## config.mk

```make
export PLATFORM = sky130hd
export DESIGN_NAME = twiddle_gain_tuner_flat
export DESIGN_NICKNAME = d
export VERILOG_FILES = /design/src/rtl/tgt_pkg.sv /design/src/rtl/tgt_chan_if.sv /design/src/rtl/tgt_div.sv /design/src/rtl/tgt_dp.sv /design/src/rtl/tgt_ctrl.sv /design/src/rtl/twiddle_gain_tuner.sv /design/src/flat_wrapper.sv
export SDC_FILE = /design/constraint.sdc
export NUM_CORES = 2
export LEC_CHECK = 0
export BUFFER_PORTS_ARGS = -buffer_cell sky130_fd_sc_hd__buf_2
export CAP_MARGIN = 0
export CORE_MARGIN = 2
export CORE_UTILIZATION = 50
export CTS_CLUSTER_SIZE = 10
export DETAILED_ROUTE_END_ITERATION = 6
export PLACE_DENSITY = 0.66
export SLEW_MARGIN = 20
export SYNTH_ARGS = -nofsm -noshare
export SYNTH_HDL_FRONTEND = slang
export SYNTH_SLANG_ARGS = --single-unit
```

## constraint.sdc

```tcl
create_clock -name clk -period 16.8 [get_ports clk]
set_clock_uncertainty 0.05 [all_clocks]
set_input_delay 1.68 -clock clk [delete_from_list [all_inputs] [get_ports clk]]
set_output_delay 1.68 -clock clk [all_outputs]
set_load 0.05 [all_outputs]
```

## src/rtl/tgt_pkg.sv

```systemverilog
`default_nettype none
package tgt_pkg;

	localparam int SPEED_WINDOW_DEF = 10;
	localparam int BURN_IN_CAP_DEF  = 100;

	localparam int GAIN_W     = 32;
	localparam int STEP_W     = 31;
	localparam int LEN_W      = 12;
	localparam int SAMPLE_W   = 16;
	localparam int SQSUM_W    = 42;
	localparam int NGAINS     = 3;

	localparam logic [31:0]          PENALTY   = 32'hFFFF_FFFF;
	localparam logic [STEP_W-1:0]    STEP_MAX  = 31'h7FFF_FFFF;
	localparam logic signed [15:0]   CTE_LIMIT = 16'sd6656;
	localparam int WIN_MIN_FILL  = 5;
	localparam int SPD_LIM_NUM   = 100;
	localparam int SPD_LIM_DEN   = 512;
	localparam int GROW_NUM      = 11;
	localparam int SHRINK_NUM    = 9;
	localparam int SCALE_DEN     = 10;
	localparam int SCALE_ROUND   = 5;

	localparam logic [LEN_W-1:0]  TRIAL_LENGTH_RST = 12'd650;
	localparam logic [STEP_W-1:0] TOLERANCE_RST    = 31'd13107;
	localparam logic [STEP_W-1:0] START_STEP_RST   = 31'd65536;

	typedef enum logic [2:0] {
		REG_TRIAL_LENGTH = 3'd0,
		REG_TOLERANCE    = 3'd1,
		REG_START_GAIN_A = 3'd2,
		REG_START_GAIN_B = 3'd3,
		REG_START_GAIN_C = 3'd4,
		REG_START_STEP_A = 3'd5,
		REG_START_STEP_B = 3'd6,
		REG_START_STEP_C = 3'd7
	} reg_idx_t;

	typedef struct packed {
		logic signed [15:0] cte_sample;
		logic signed [15:0] speed_sample;
	} in_item_t;

	typedef struct packed {
		logic signed [31:0] trial_gain_a;
		logic signed [31:0] trial_gain_b;
		logic signed [31:0] trial_gain_c;
		logic signed [31:0] best_gain_a;
		logic signed [31:0] best_gain_b;
		logic signed [31:0] best_gain_c;
		logic [31:0]        best_score;
		logic               restart_trial;
		logic               tuning_done;
	} out_item_t;

	typedef struct packed {
		reg_idx_t    index;
		logic [31:0] value;
	} cfg_item_t;

	typedef enum logic [3:0] {
		OP_IDLE, OP_CAPTURE, OP_LOAD, OP_BURN, OP_SHIFT, OP_ABORT, OP_ACCUM,
		OP_MEAN, OP_MEAN_TAKE, OP_UPDATE, OP_STEP_TAKE, OP_FINISH, OP_ADVANCE,
		OP_ADD, OP_EMIT
	} op_t;

	typedef struct packed {
		op_t  op;
		logic restart;
	} cmd_t;

	typedef struct packed {
		logic finished;
		logic burn_skip;
		logic abort;
		logic trial_full;
		logic upd_scale;
		logic div_done;
		logic adv_finish;
		logic out_free;
	} stat_t;

endpackage
`default_nettype wire

```

## src/rtl/tgt_chan_if.sv

```systemverilog
`default_nettype none
interface tgt_chan_if #(parameter type T = logic) ();
	logic valid;
	logic ready;
	T     data;

	modport source (output valid, output data, input ready);
	modport sink (input valid, input data, output ready);
endinterface
`default_nettype wire

```

## src/rtl/tgt_div.sv

```systemverilog
`default_nettype none
module tgt_div (
	input  wire logic                        clk,
	input  wire logic                        arst_n,
	input  wire logic                        start,
	input  wire logic [tgt_pkg::SQSUM_W-1:0] numer,
	input  wire logic [tgt_pkg::LEN_W-1:0]   denom,
	output logic                             busy,
	output logic                             done,
	output logic [tgt_pkg::SQSUM_W-1:0]      quot
);
	import tgt_pkg::*;

	localparam int CNT_W = $clog2(SQSUM_W + 1);

	logic [CNT_W-1:0]   cnt_q;
	logic [LEN_W:0]     rem_q;
	logic [SQSUM_W-1:0] quo_q;
	logic               busy_q;
	logic               done_q;
	logic [LEN_W:0]     trial;
	logic               fits;

	assign trial = {rem_q[LEN_W-1:0], quo_q[SQSUM_W-1]};
	assign fits  = trial >= {1'b0, denom};

	always_ff @(posedge clk or negedge arst_n) begin
		if (!arst_n) begin
			busy_q <= 1'b0;
			done_q <= 1'b0;
			cnt_q  <= '0;
		end else begin
			done_q <= 1'b0;
			if (start) begin
				busy_q <= 1'b1;
				cnt_q  <= CNT_W'(SQSUM_W);
			end else if (busy_q) begin
				cnt_q <= cnt_q - 1'b1;
				if (cnt_q == CNT_W'(1)) begin
					busy_q <= 1'b0;
					done_q <= 1'b1;
				end
			end
		end
	end

	// one quotient bit per cycle, restoring
	always_ff @(posedge clk) begin
		if (start) begin
			rem_q <= '0;
			quo_q <= numer;
		end else if (busy_q) begin
			rem_q <= fits ? trial - {1'b0, denom} : trial;
			quo_q <= {quo_q[SQSUM_W-2:0], fits};
		end
	end

	assign busy = busy_q;
	assign done = done_q;
	assign quot = quo_q;
endmodule
`default_nettype wire

```

## src/rtl/tgt_dp.sv

```systemverilog
`default_nettype none
module tgt_dp #(
	parameter int SPEED_WINDOW = tgt_pkg::SPEED_WINDOW_DEF,
	parameter int BURN_IN_CAP  = tgt_pkg::BURN_IN_CAP_DEF
) (
	input  wire logic               clk,
	input  wire logic               arst_n,
	input  wire tgt_pkg::cmd_t      cmd,
	output tgt_pkg::stat_t          stat,
	input  wire tgt_pkg::in_item_t  in_data,
	input  wire logic               cfg_valid,
	input  wire tgt_pkg::cfg_item_t cfg_data,
	output logic                    out_valid,
	input  wire logic               out_ready,
	output tgt_pkg::out_item_t      out_data
);
	import tgt_pkg::*;

	localparam int FILL_W  = $clog2(SPEED_WINDOW + 1);
	localparam int WSUM_W  = SAMPLE_W + $clog2(SPEED_WINDOW);
	localparam int CMP_W   = WSUM_W + 10;
	localparam int BURN_W  = $clog2(BURN_IN_CAP + 1);

	// floor(x / 10) == (x * TENTH_RECIP) >> 35 for any 32-bit x
	localparam logic [31:0] TENTH_RECIP = 32'hCCCC_CCCD;

	typedef enum logic [1:0] {PH_INIT, PH_PLUS, PH_MINUS} phase_t;

	function automatic logic signed [31:0] clamp32(input logic signed [33:0] v);
		if (v > 34'sd2147483647) return 32'sh7FFF_FFFF;
		if (v < -34'sd2147483648) return 32'sh8000_0000;
		return $signed(v[31:0]);
	endfunction

	// configuration
	logic [LEN_W-1:0]         tl_q;
	logic [STEP_W-1:0]        tol_q;
	logic signed [GAIN_W-1:0] sg_q [NGAINS];
	logic [STEP_W-1:0]        ss_q [NGAINS];

	// tuner state
	phase_t                   phase_q;
	logic                     loaded_q;
	logic                     fin_q;
	logic signed [GAIN_W-1:0] gain_q [NGAINS];
	logic signed [GAIN_W-1:0] best_q [NGAINS];
	logic [STEP_W-1:0]        step_q [NGAINS];
	logic [1:0]               gi_q;
	logic [BURN_W-1:0]        burn_q;
	logic [LEN_W-1:0]         cnt_q;
	logic [SQSUM_W-1:0]       sqs_q;
	logic [SAMPLE_W-1:0]      win_q [SPEED_WINDOW];
	logic [FILL_W-1:0]        fill_q;
	logic [WSUM_W-1:0]        wsum_q;
	logic [31:0]              score_q;
	logic [31:0]              est_q;
	logic signed [15:0]       cte_q;
	logic [SAMPLE_W-1:0]      mag_q;
	logic                     grow_q;
	logic                     out_valid_q;
	out_item_t                out_q;

	logic [LEN_W-1:0]         len;
	logic [LEN_W-1:0]         burn_half;
	logic [BURN_W:0]          burn_lim;
	logic signed [16:0]       spd_x;
	logic signed [GAIN_W-1:0] g_sel;
	logic [STEP_W-1:0]        s_sel;
	logic signed [33:0]       g_ext;
	logic signed [31:0]       g_plus;
	logic signed [31:0]       g_minus2;
	logic                     better;
	logic [31:0]              scale_base;
	logic [63:0]              scale_prod;
	logic [28:0]              scale_q10;
	logic [31:0]              grown;
	logic [STEP_W-1:0]        step_new;
	logic [32:0]              step_sum;
	logic signed [31:0]       cte_sq;
	logic                     win_low;
	logic                     div_start;
	logic [SQSUM_W-1:0]       div_numer;
	logic [LEN_W-1:0]         div_denom;
	logic                     div_busy;
	logic                     div_done;
	logic [SQSUM_W-1:0]       div_quot;

	assign len       = (tl_q == '0) ? LEN_W'(1) : tl_q;
	assign burn_half = len >> 1;
	assign burn_lim  = (burn_half > LEN_W'(BURN_IN_CAP)) ? (BURN_W+1)'(BURN_IN_CAP)
	                                                     : (BURN_W+1)'(burn_half);
	assign spd_x     = 17'(in_data.speed_sample);
	assign g_sel     = gain_q[gi_q];
	assign s_sel     = step_q[gi_q];
	assign g_ext     = 34'(g_sel);
	assign g_plus    = clamp32(g_ext + $signed({3'b000, s_sel}));
	assign g_minus2  = clamp32(g_ext - $signed({2'b00, s_sel, 1'b0}));
	assign better    = est_q < score_q;
	// x1.1 rounded is s + (s+5)/10, x0.9 rounded is s - (s+4)/10
	assign scale_base = grow_q ? 32'(s_sel) + 32'(SCALE_ROUND)
	                           : 32'(s_sel) + 32'(SCALE_ROUND - 1);
	assign scale_prod = 64'(scale_base) * 64'(TENTH_RECIP);
	assign scale_q10  = scale_prod[63:35];
	assign grown      = 32'(s_sel) + 32'(scale_q10);
	assign step_new   = grow_q ? ((grown > 32'(STEP_MAX)) ? STEP_MAX : grown[STEP_W-1:0])
	                           : s_sel - STEP_W'(scale_q10);
	assign step_sum  = 33'(step_q[0]) + 33'(step_q[1]) + 33'(step_q[2]);
	assign cte_sq    = cte_q * cte_q;
	assign win_low   = CMP_W'(wsum_q) * CMP_W'(SPD_LIM_NUM) < CMP_W'(fill_q) * CMP_W'(SPD_LIM_DEN);

	always_comb begin
		stat.finished   = fin_q;
		stat.burn_skip  = (BURN_W+1)'(burn_q) + 1'b1 < burn_lim;
		stat.abort      = (fill_q > FILL_W'(WIN_MIN_FILL) && win_low) ||
		                  cte_q > CTE_LIMIT || cte_q < -CTE_LIMIT;
		stat.trial_full = cnt_q >= len;
		stat.upd_scale  = (phase_q == PH_PLUS && better) || phase_q == PH_MINUS;
		stat.div_done   = div_done;
		stat.adv_finish = gi_q == 2'd2 && step_sum < 33'(tol_q);
		stat.out_free   = !out_valid_q || out_ready;
	end

	assign div_start = cmd.op == OP_MEAN;
	assign div_numer = sqs_q;
	assign div_denom = cnt_q;

	tgt_div u_div (
		.clk    (clk),
		.arst_n (arst_n),
		.start  (div_start),
		.numer  (div_numer),
		.denom  (div_denom),
		.busy   (div_busy),
		.done   (div_done),
		.quot   (div_quot)
	);

	always_ff @(posedge clk or negedge arst_n) begin
		if (!arst_n) begin
			tl_q  <= TRIAL_LENGTH_RST;
			tol_q <= TOLERANCE_RST;
			for (int i = 0; i < NGAINS; i++) begin
				sg_q[i] <= '0;
				ss_q[i] <= START_STEP_RST;
			end
		end else if (cfg_valid) begin
			unique case (cfg_data.index)
				REG_TRIAL_LENGTH: tl_q    <= cfg_data.value[LEN_W-1:0];
				REG_TOLERANCE:    tol_q   <= cfg_data.value[STEP_W-1:0];
				REG_START_GAIN_A: sg_q[0] <= $signed(cfg_data.value);
				REG_START_GAIN_B: sg_q[1] <= $signed(cfg_data.value);
				REG_START_GAIN_C: sg_q[2] <= $signed(cfg_data.value);
				REG_START_STEP_A: ss_q[0] <= cfg_data.value[STEP_W-1:0];
				REG_START_STEP_B: ss_q[1] <= cfg_data.value[STEP_W-1:0];
				REG_START_STEP_C: ss_q[2] <= cfg_data.value[STEP_W-1:0];
				default: ;
			endcase
		end
	end

	always_ff @(posedge clk) begin
		if (cmd.op == OP_CAPTURE) begin
			cte_q <= in_data.cte_sample;
			mag_q <= spd_x[16] ? 16'(-spd_x) : 16'(spd_x);
		end
		if (cmd.op == OP_SHIFT) begin
			win_q[0] <= mag_q;
			for (int i = 1; i < SPEED_WINDOW; i++) win_q[i] <= win_q[i-1];
		end
		if (cmd.op == OP_ABORT) est_q <= PENALTY;
		if (cmd.op == OP_MEAN_TAKE) est_q <= div_quot[31:0];
		if (cmd.op == OP_UPDATE) grow_q <= !(phase_q == PH_MINUS && !better);
		if (cmd.op == OP_EMIT) begin
			out_q.trial_gain_a  <= gain_q[0];
			out_q.trial_gain_b  <= gain_q[1];
			out_q.trial_gain_c  <= gain_q[2];
			out_q.best_gain_a   <= best_q[0];
			out_q.best_gain_b   <= best_q[1];
			out_q.best_gain_c   <= best_q[2];
			out_q.best_score    <= score_q;
			out_q.restart_trial <= cmd.restart;
			out_q.tuning_done   <= fin_q;
		end
	end

	always_ff @(posedge clk or negedge arst_n) begin
		if (!arst_n) begin
			phase_q     <= PH_INIT;
			loaded_q    <= 1'b0;
			fin_q       <= 1'b0;
			gi_q        <= '0;
			burn_q      <= '0;
			cnt_q       <= '0;
			sqs_q       <= '0;
			fill_q      <= '0;
			wsum_q      <= '0;
			score_q     <= PENALTY;
			out_valid_q <= 1'b0;
			for (int i = 0; i < NGAINS; i++) begin
				gain_q[i] <= '0;
				best_q[i] <= '0;
				step_q[i] <= '0;
			end
		end else begin
			if (cmd.op == OP_EMIT) out_valid_q <= 1'b1;
			else if (out_valid_q && out_ready) out_valid_q <= 1'b0;
			case (cmd.op)
				OP_LOAD: if (!loaded_q) begin
					for (int i = 0; i < NGAINS; i++) begin
						gain_q[i] <= sg_q[i];
						best_q[i] <= sg_q[i];
						step_q[i] <= ss_q[i];
					end
					score_q  <= PENALTY;
					phase_q  <= PH_INIT;
					gi_q     <= '0;
					burn_q   <= '0;
					cnt_q    <= '0;
					sqs_q    <= '0;
					fill_q   <= '0;
					wsum_q   <= '0;
					loaded_q <= 1'b1;
				end
				OP_BURN: burn_q <= burn_q + 1'b1;
				OP_SHIFT: begin
					// running window sum: add newest, and once full drop the one shifted out
					if (fill_q == FILL_W'(SPEED_WINDOW)) begin
						wsum_q <= wsum_q + WSUM_W'(mag_q) - WSUM_W'(win_q[SPEED_WINDOW-1]);
					end else begin
						wsum_q <= wsum_q + WSUM_W'(mag_q);
						fill_q <= fill_q + 1'b1;
					end
				end
				OP_ACCUM: begin
					sqs_q <= sqs_q + SQSUM_W'(unsigned'(cte_sq));
					cnt_q <= cnt_q + 1'b1;
				end
				OP_UPDATE: begin
					case (phase_q)
						PH_PLUS: if (better) begin
							score_q <= est_q;
							for (int i = 0; i < NGAINS; i++) best_q[i] <= gain_q[i];
						end else begin
							gain_q[gi_q] <= g_minus2;
							phase_q      <= PH_MINUS;
						end
						PH_MINUS: if (better) begin
							score_q <= est_q;
							for (int i = 0; i < NGAINS; i++) best_q[i] <= gain_q[i];
						end else begin
							gain_q[gi_q] <= g_plus;
						end
						default: begin
							score_q   <= est_q;
							gi_q      <= '0;
							gain_q[0] <= clamp32(34'(gain_q[0]) + $signed({3'b000, step_q[0]}));
							phase_q   <= PH_PLUS;
						end
					endcase
					if (!stat.upd_scale) begin
						burn_q <= '0;
						cnt_q  <= '0;
						sqs_q  <= '0;
						fill_q <= '0;
						wsum_q <= '0;
					end
				end
				OP_STEP_TAKE: step_q[gi_q] <= step_new;
				OP_FINISH:  fin_q <= 1'b1;
				OP_ADVANCE: gi_q <= (gi_q == 2'd2) ? 2'd0 : gi_q + 1'b1;
				OP_ADD: begin
					gain_q[gi_q] <= g_plus;
					phase_q      <= PH_PLUS;
					burn_q       <= '0;
					cnt_q        <= '0;
					sqs_q        <= '0;
					fill_q       <= '0;
					wsum_q       <= '0;
				end
				default: ;
			endcase
		end
	end

	assign out_valid = out_valid_q;
	assign out_data  = out_q;

`ifndef NO_ASSERTIONS
	a_div_no_restart: assert property (@(posedge clk) disable iff (!arst_n)
		div_start |-> !div_busy)
		else $error("divider started while busy");
	a_fill_bound: assert property (@(posedge clk) disable iff (!arst_n)
		fill_q <= FILL_W'(SPEED_WINDOW))
		else $error("window fill past depth");
	a_index_bound: assert property (@(posedge clk) disable iff (!arst_n)
		gi_q != 2'd3)
		else $error("gain index out of range");
	a_done_sticky: assert property (@(posedge clk) disable iff (!arst_n)
		fin_q |=> fin_q)
		else $error("finished flag dropped");
`endif
endmodule
`default_nettype wire

```

## src/rtl/tgt_ctrl.sv

```systemverilog
`default_nettype none
module tgt_ctrl (
	input  wire logic           clk,
	input  wire logic           arst_n,
	input  wire logic           in_valid,
	output logic                in_ready,
	input  wire tgt_pkg::stat_t stat,
	output tgt_pkg::cmd_t       cmd
);
	import tgt_pkg::*;

	typedef enum logic [3:0] {
		S_IDLE, S_LOAD, S_BURN, S_CHECK, S_TEST, S_MDIV, S_UPD, S_SDIV, S_ADV,
		S_ADD, S_EMIT
	} state_t;

	state_t state_q, state_d;
	logic   restart_q, restart_d;

	always_comb begin
		state_d     = state_q;
		restart_d   = restart_q;
		cmd.op      = OP_IDLE;
		cmd.restart = restart_q;
		in_ready    = 1'b0;
		unique case (state_q)
			S_IDLE: begin
				in_ready = 1'b1;
				if (in_valid) begin
					cmd.op  = OP_CAPTURE;
					state_d = S_LOAD;
				end
			end
			S_LOAD: begin
				restart_d = 1'b0;
				if (stat.finished) begin
					state_d = S_EMIT;
				end else begin
					cmd.op  = OP_LOAD;
					state_d = S_BURN;
				end
			end
			S_BURN: begin
				if (stat.burn_skip) begin
					cmd.op  = OP_BURN;
					state_d = S_EMIT;
				end else begin
					cmd.op  = OP_SHIFT;
					state_d = S_CHECK;
				end
			end
			S_CHECK: begin
				if (stat.abort) begin
					cmd.op  = OP_ABORT;
					state_d = S_UPD;
				end else begin
					cmd.op  = OP_ACCUM;
					state_d = S_TEST;
				end
			end
			S_TEST: begin
				if (stat.trial_full) begin
					cmd.op  = OP_MEAN;
					state_d = S_MDIV;
				end else begin
					state_d = S_EMIT;
				end
			end
			S_MDIV: if (stat.div_done) begin
				cmd.op  = OP_MEAN_TAKE;
				state_d = S_UPD;
			end
			S_UPD: begin
				cmd.op    = OP_UPDATE;
				restart_d = 1'b1;
				state_d   = stat.upd_scale ? S_SDIV : S_EMIT;
			end
			S_SDIV: begin
				cmd.op  = OP_STEP_TAKE;
				state_d = S_ADV;
			end
			S_ADV: begin
				if (stat.adv_finish) begin
					cmd.op  = OP_FINISH;
					state_d = S_EMIT;
				end else begin
					cmd.op  = OP_ADVANCE;
					state_d = S_ADD;
				end
			end
			S_ADD: begin
				cmd.op  = OP_ADD;
				state_d = S_EMIT;
			end
			S_EMIT: if (stat.out_free) begin
				cmd.op  = OP_EMIT;
				state_d = S_IDLE;
			end
			default: state_d = S_IDLE;
		endcase
	end

	always_ff @(posedge clk or negedge arst_n) begin
		if (!arst_n) begin
			state_q   <= S_IDLE;
			restart_q <= 1'b0;
		end else begin
			state_q   <= state_d;
			restart_q <= restart_d;
		end
	end
endmodule
`default_nettype wire

```

## src/rtl/twiddle_gain_tuner.sv

```systemverilog
`default_nettype none
// Twiddle gain tuner. Each transfer on sample carries one error and one speed
// sample; each yields exactly one transfer on result with the gains to use now,
// the best gains and score so far, and the restart and done flags. A sample
// that completes a trial runs the mean squared error through a 42-step
// radix-2 divider, while the x1.1 / x0.9 step scaling is a combinational
// reciprocal multiply. Handling of a sample stalls before its result is
// emitted while the result register still waits on result.ready. A sample is
// taken while the previous result still waits in the output register.
// Configuration writes are always accepted; start gains and start steps are
// latched on the first sample after reset, while trial_length and tolerance
// take effect at once.
module twiddle_gain_tuner #(
	parameter int SPEED_WINDOW = tgt_pkg::SPEED_WINDOW_DEF,
	parameter int BURN_IN_CAP  = tgt_pkg::BURN_IN_CAP_DEF
) (
	input wire logic  clk,
	input wire logic  arst_n,
	tgt_chan_if.sink   sample,
	tgt_chan_if.source result,
	tgt_chan_if.sink   cfg
);
	import tgt_pkg::*;

	cmd_t  cmd;
	stat_t stat;

	assign cfg.ready = 1'b1;

	tgt_ctrl u_ctrl (
		.clk      (clk),
		.arst_n   (arst_n),
		.in_valid (sample.valid),
		.in_ready (sample.ready),
		.stat     (stat),
		.cmd      (cmd)
	);

	tgt_dp #(
		.SPEED_WINDOW (SPEED_WINDOW),
		.BURN_IN_CAP  (BURN_IN_CAP)
	) u_dp (
		.clk       (clk),
		.arst_n    (arst_n),
		.cmd       (cmd),
		.stat      (stat),
		.in_data   (sample.data),
		.cfg_valid (cfg.valid),
		.cfg_data  (cfg.data),
		.out_valid (result.valid),
		.out_ready (result.ready),
		.out_data  (result.data)
	);
endmodule
`default_nettype wire

```

## src/flat_wrapper.sv

```systemverilog
// flat-port wrapper written by rule: the top's interface ports become plain ports
module twiddle_gain_tuner_flat import tgt_pkg::*;
#(
	parameter int SPEED_WINDOW = tgt_pkg::SPEED_WINDOW_DEF,
	parameter int BURN_IN_CAP  = tgt_pkg::BURN_IN_CAP_DEF
)
  (clk, arst_n, sample_valid, sample_data, sample_ready, result_valid, result_data, result_ready, cfg_valid, cfg_data, cfg_ready);
  tgt_chan_if #(.T(in_item_t)) sample_i ();
  tgt_chan_if #(.T(out_item_t)) result_i ();
  tgt_chan_if #(.T(cfg_item_t)) cfg_i ();
  input wire logic clk;
  input wire logic arst_n;
  input wire logic [$bits(sample_i.valid)-1:0] sample_valid;
  input wire logic [$bits(sample_i.data)-1:0] sample_data;
  output wire logic [$bits(sample_i.ready)-1:0] sample_ready;
  output wire logic [$bits(result_i.valid)-1:0] result_valid;
  output wire logic [$bits(result_i.data)-1:0] result_data;
  input wire logic [$bits(result_i.ready)-1:0] result_ready;
  input wire logic [$bits(cfg_i.valid)-1:0] cfg_valid;
  input wire logic [$bits(cfg_i.data)-1:0] cfg_data;
  output wire logic [$bits(cfg_i.ready)-1:0] cfg_ready;
  assign sample_i.valid = sample_valid;
  assign sample_i.data = sample_data;
  assign sample_ready = sample_i.ready;
  assign result_valid = result_i.valid;
  assign result_data = result_i.data;
  assign result_i.ready = result_ready;
  assign cfg_i.valid = cfg_valid;
  assign cfg_i.data = cfg_data;
  assign cfg_ready = cfg_i.ready;
  twiddle_gain_tuner #(.SPEED_WINDOW(SPEED_WINDOW), .BURN_IN_CAP(BURN_IN_CAP)) u_core (.clk(clk), .arst_n(arst_n), .sample(sample_i), .result(result_i), .cfg(cfg_i));
endmodule
```

==> flow_metrics.env <==
export IMPL_crit_top_cell="fa_1"
export IMPL_reg2reg_slack_ns=1.37
export IMPL_synth_common_cells="inv_1 (1207), ha_1 (848), nand2_1 (732), fa_1 (690), dfrtp_1 (607)"
export IMPL_finalNonFillerCells=11600
export IMPL_cp_data_required_time_ns=17.38
export IMPL_cp_end_kind="flip-flop"
export IMPL_num_nets_final=10700
export IMPL_synth_main_ff_cell="dfrtp_1"
export IMPL_synth_cells=8874
export IMPL_drive_above_1_share=0.107
export IMPL_coreArea_um2=181000
export IMPL_cts_num_sinks=1159
export IMPL_hold_viol=0
export IMPL_synth_edff_count=493
export IMPL_synth_ff_latch_count=1159
export IMPL_crit_family="adder cells"
export IMPL_grtUsageTotal=0.330
export IMPL_worstMarginPinSlew_ns=1.27
export IMPL_gp_congestion=1.04
export IMPL_finalSetupTns_ns=0
export IMPL_grt_overflow_total=0
export IMPL_grt_pass1_wl_um=457000
export IMPL_yosysMostFrequentCell="inv_1"
export IMPL_final_period_utilization=0.918
export IMPL_finalWirelength_um=306000
export IMPL_dp_cells=11400
export IMPL_row_count=156
export IMPL_fp_dieH_um=431
export IMPL_r2r_cells=44
export IMPL_cp_startpoint="u_core.u_dp.gi_q[0]"
export IMPL_path_max_fanout=33
export IMPL_rsz0062_at_grt="no"
export IMPL_slew_violations=0
export IMPL_area_delta_synth_final_pct=9.83
export IMPL_dieArea_um2=185000
export IMPL_vias=70000
export IMPL_synth_compound_area_share=0.144
export IMPL_synth_top_family_by_area="adder cells"
export IMPL_cts_setup_buffers=0
export IMPL_synthXorXnorAreaFrac=0.0362
export IMPL_synth_top_area_cell="dfrtp_1"
export IMPL_cp_depth=44
export IMPL_max_freq_mhz=64.8
export IMPL_grt_pass1_vias=70100
export IMPL_wl_per_cell_um=26.3
export IMPL_yosysUniqueCellTypes=108
export IMPL_cap_violations=0
export IMPL_worstPathArrival_ns=16.00
export IMPL_r2r_end="u_core.u_dp.step_q[61]"
export IMPL_die_width_um=431
export IMPL_clock_path_buffers=3
export IMPL_crit_end="u_core.u_dp.step_q[61]"
export IMPL_syn_area_um2=91000
export IMPL_syn_avg_cell_area_um2=10.3
export IMPL_numCtsBuffers=142
export IMPL_critPathKind="reg -> reg"
export IMPL_ys_seq_area_frac=0.346
export IMPL_r2r_start="u_core.u_dp.gi_q[0]"
export IMPL_clock_latency_ns=0.84
export IMPL_synth_adder_area_share=0.268
export IMPL_drt_iter0_drc=6809
export IMPL_yosys_area_share_simple=0.0976
export IMPL_start_kind="flip-flop"
export IMPL_synth_area_mux_share=0.0444
export IMPL_async_flop_share=0.564
export IMPL_start_util=0.503
export IMPL_status="finished clean"
export IMPL_first_pass_iters=7
export IMPL_clk_pin_slew_ns=0.06
export IMPL_hold_class="reg -> reg"
export IMPL_synth_top_cell_area_share=0.167
export IMPL_h_tree_depth=4
export IMPL_cts_tree="built"
export IMPL_cp_slowest_cell="dfrtp_2"
export IMPL_portBuffers=299
export IMPL_via_per_inst=6.02
export IMPL_slowest_delay_ns=0.87
export IMPL_path_buf_inv=8
export IMPL_io_pin_count=301
export IMPL_dp_hpwl_um=240000
export IMPL_fin_crit_ns=15.43
export IMPL_setup_violations=0
export IMPL_relSlewSlack=0.141
export IMPL_postRouteAntennaNets=0
export IMPL_post_route_drc_count=0
export IMPL_cts_root_buf="clkbuf_16"
export IMPL_hold_buffers=0
export IMPL_post_cts_resized=0
export IMPL_ys_warn_count=0
export IMPL_grt_antenna_before_repair=20
export IMPL_grt_start_max_net_pins=103
export IMPL_ys_top_cells_by_area="dfrtp_1 (17%), edfxtp_1 (16%), fa_1 (15%)"
## layer usage
metal,track usage,part of all wire
met3,0.0574,0.073
met5,0,0.00052
met4,0.138,0.047
met2,0.523,0.46
met1,0.450,0.42
## kinds of logic after synthesis
| family | count (synthesis) |
|---|---|
| and+or+nand+nor | 1891 |
| other | 1 |
| adders and majority gates | 1538 |
| muxes | 379 |
| xor gates and xnor gates | 376 |
| AOI/OAI and AO/OA | 2020 |
| buffers and inverters | 1510 |
| DFF | 1159 |
## sequential cells by signal, summed over array words and instances, names as in the netlist, 4 cells and up
name / count
u_core.u_ctrl.state_q: 4
u_core.u_dp.best_q: 96
u_core.u_dp.burn_q: 7
u_core.u_dp.cnt_q: 12
u_core.u_dp.cte_q: 16
u_core.u_dp.div_numer: 42
u_core.u_dp.est_q: 32
u_core.u_dp.fill_q: 4
u_core.u_dp.gain_q: 96
u_core.u_dp.mag_q: 16
u_core.u_dp.out_data: 226
u_core.u_dp.score_q: 32
u_core.u_dp.sg_q: 96
u_core.u_dp.ss_q: 93
u_core.u_dp.step_q: 93
u_core.u_dp.tl_q: 12
u_core.u_dp.tol_q: 31
u_core.u_dp.u_div.cnt_q: 6
u_core.u_dp.u_div.quot: 42
u_core.u_dp.u_div.rem_q: 12
u_core.u_dp.win_q: 160
u_core.u_dp.wsum_q: 20
## final cells by class
cell class,instances,area (µm²)
Sequential cell,1159,31500
Clock inverter,28,582
Timing Repair Buffer,419,2430
Tap cell,2370,2970
Inverter,1208,4540
Antenna cell,8,20.0
Multi-Input combinational cell,6206,54000
Fill cell,15900,80800
Clock buffer,230,3960
## per-stage QoR
stage / hold WS [ns] / cell area, µm² / setup slack, ns / util
6_report: 0.354 / 99900 / 1.37 / 0.553
5_1_grt: 0.363 / 99900 / 0.693 / 0.553
4_1_cts: 0.349 / 99900 / 1.80 / 0.552
3_5_place_dp: 0.355 / 95300 / 1.81 / 0.527
3_3_place_gp: 0.350 / 95300 / 1.94 / 0.527
2_1_floorplan: 0.350 / 91000 / 4.83 / -
## cell usage in the layout, fill, tap and decap left out, types with 60 or more instances in the layout
cell	netlist	final
a211oi_1	81	81
a21o_1	204	204
a21oi_1	444	438
a22oi_1	72	72
a31oi_1	71	70
and2_1	77	77
buf_2	42	298
buf_4	4	118
clkbuf_1	225	80
clkbuf_16	0	142
dfrtp_1	607	604
edfxtp_1	493	493
fa_1	690	690
ha_1	848	848
inv_1	1207	1206
mux2_2	194	194
mux2i_1	184	184
nand2_1	732	729
nand2b_1	78	77
nand3_1	166	165
nor2_1	371	363
nor3_1	129	124
o21a_1	60	60
o21ai_0	521	514
o31ai_1	77	77
xnor2_1	264	261
xor2_1	112	112
## worst min-delay path by stage
stage                                   from                       end  slack [ns]  cells past startpoint
floorplan            u_core.u_dp.win_q[0][0]   u_core.u_dp.win_q[1][0]        0.35                      0
global placement    u_core.u_dp.win_q[2][13]  u_core.u_dp.win_q[3][13]        0.35                      0
detailed placement   u_core.u_dp.win_q[0][3]   u_core.u_dp.win_q[1][3]        0.35                      0
CTS                  u_core.u_dp.win_q[6][9]   u_core.u_dp.win_q[7][9]        0.35                      0
global route         u_core.u_dp.win_q[6][9]   u_core.u_dp.win_q[7][9]        0.36                      0
finish               u_core.u_dp.win_q[6][9]   u_core.u_dp.win_q[7][9]        0.35                      0
Power is left out: the tool's default activity adds up to more than one toggle a clock period on the data nets, which glitch-free logic cannot reach.
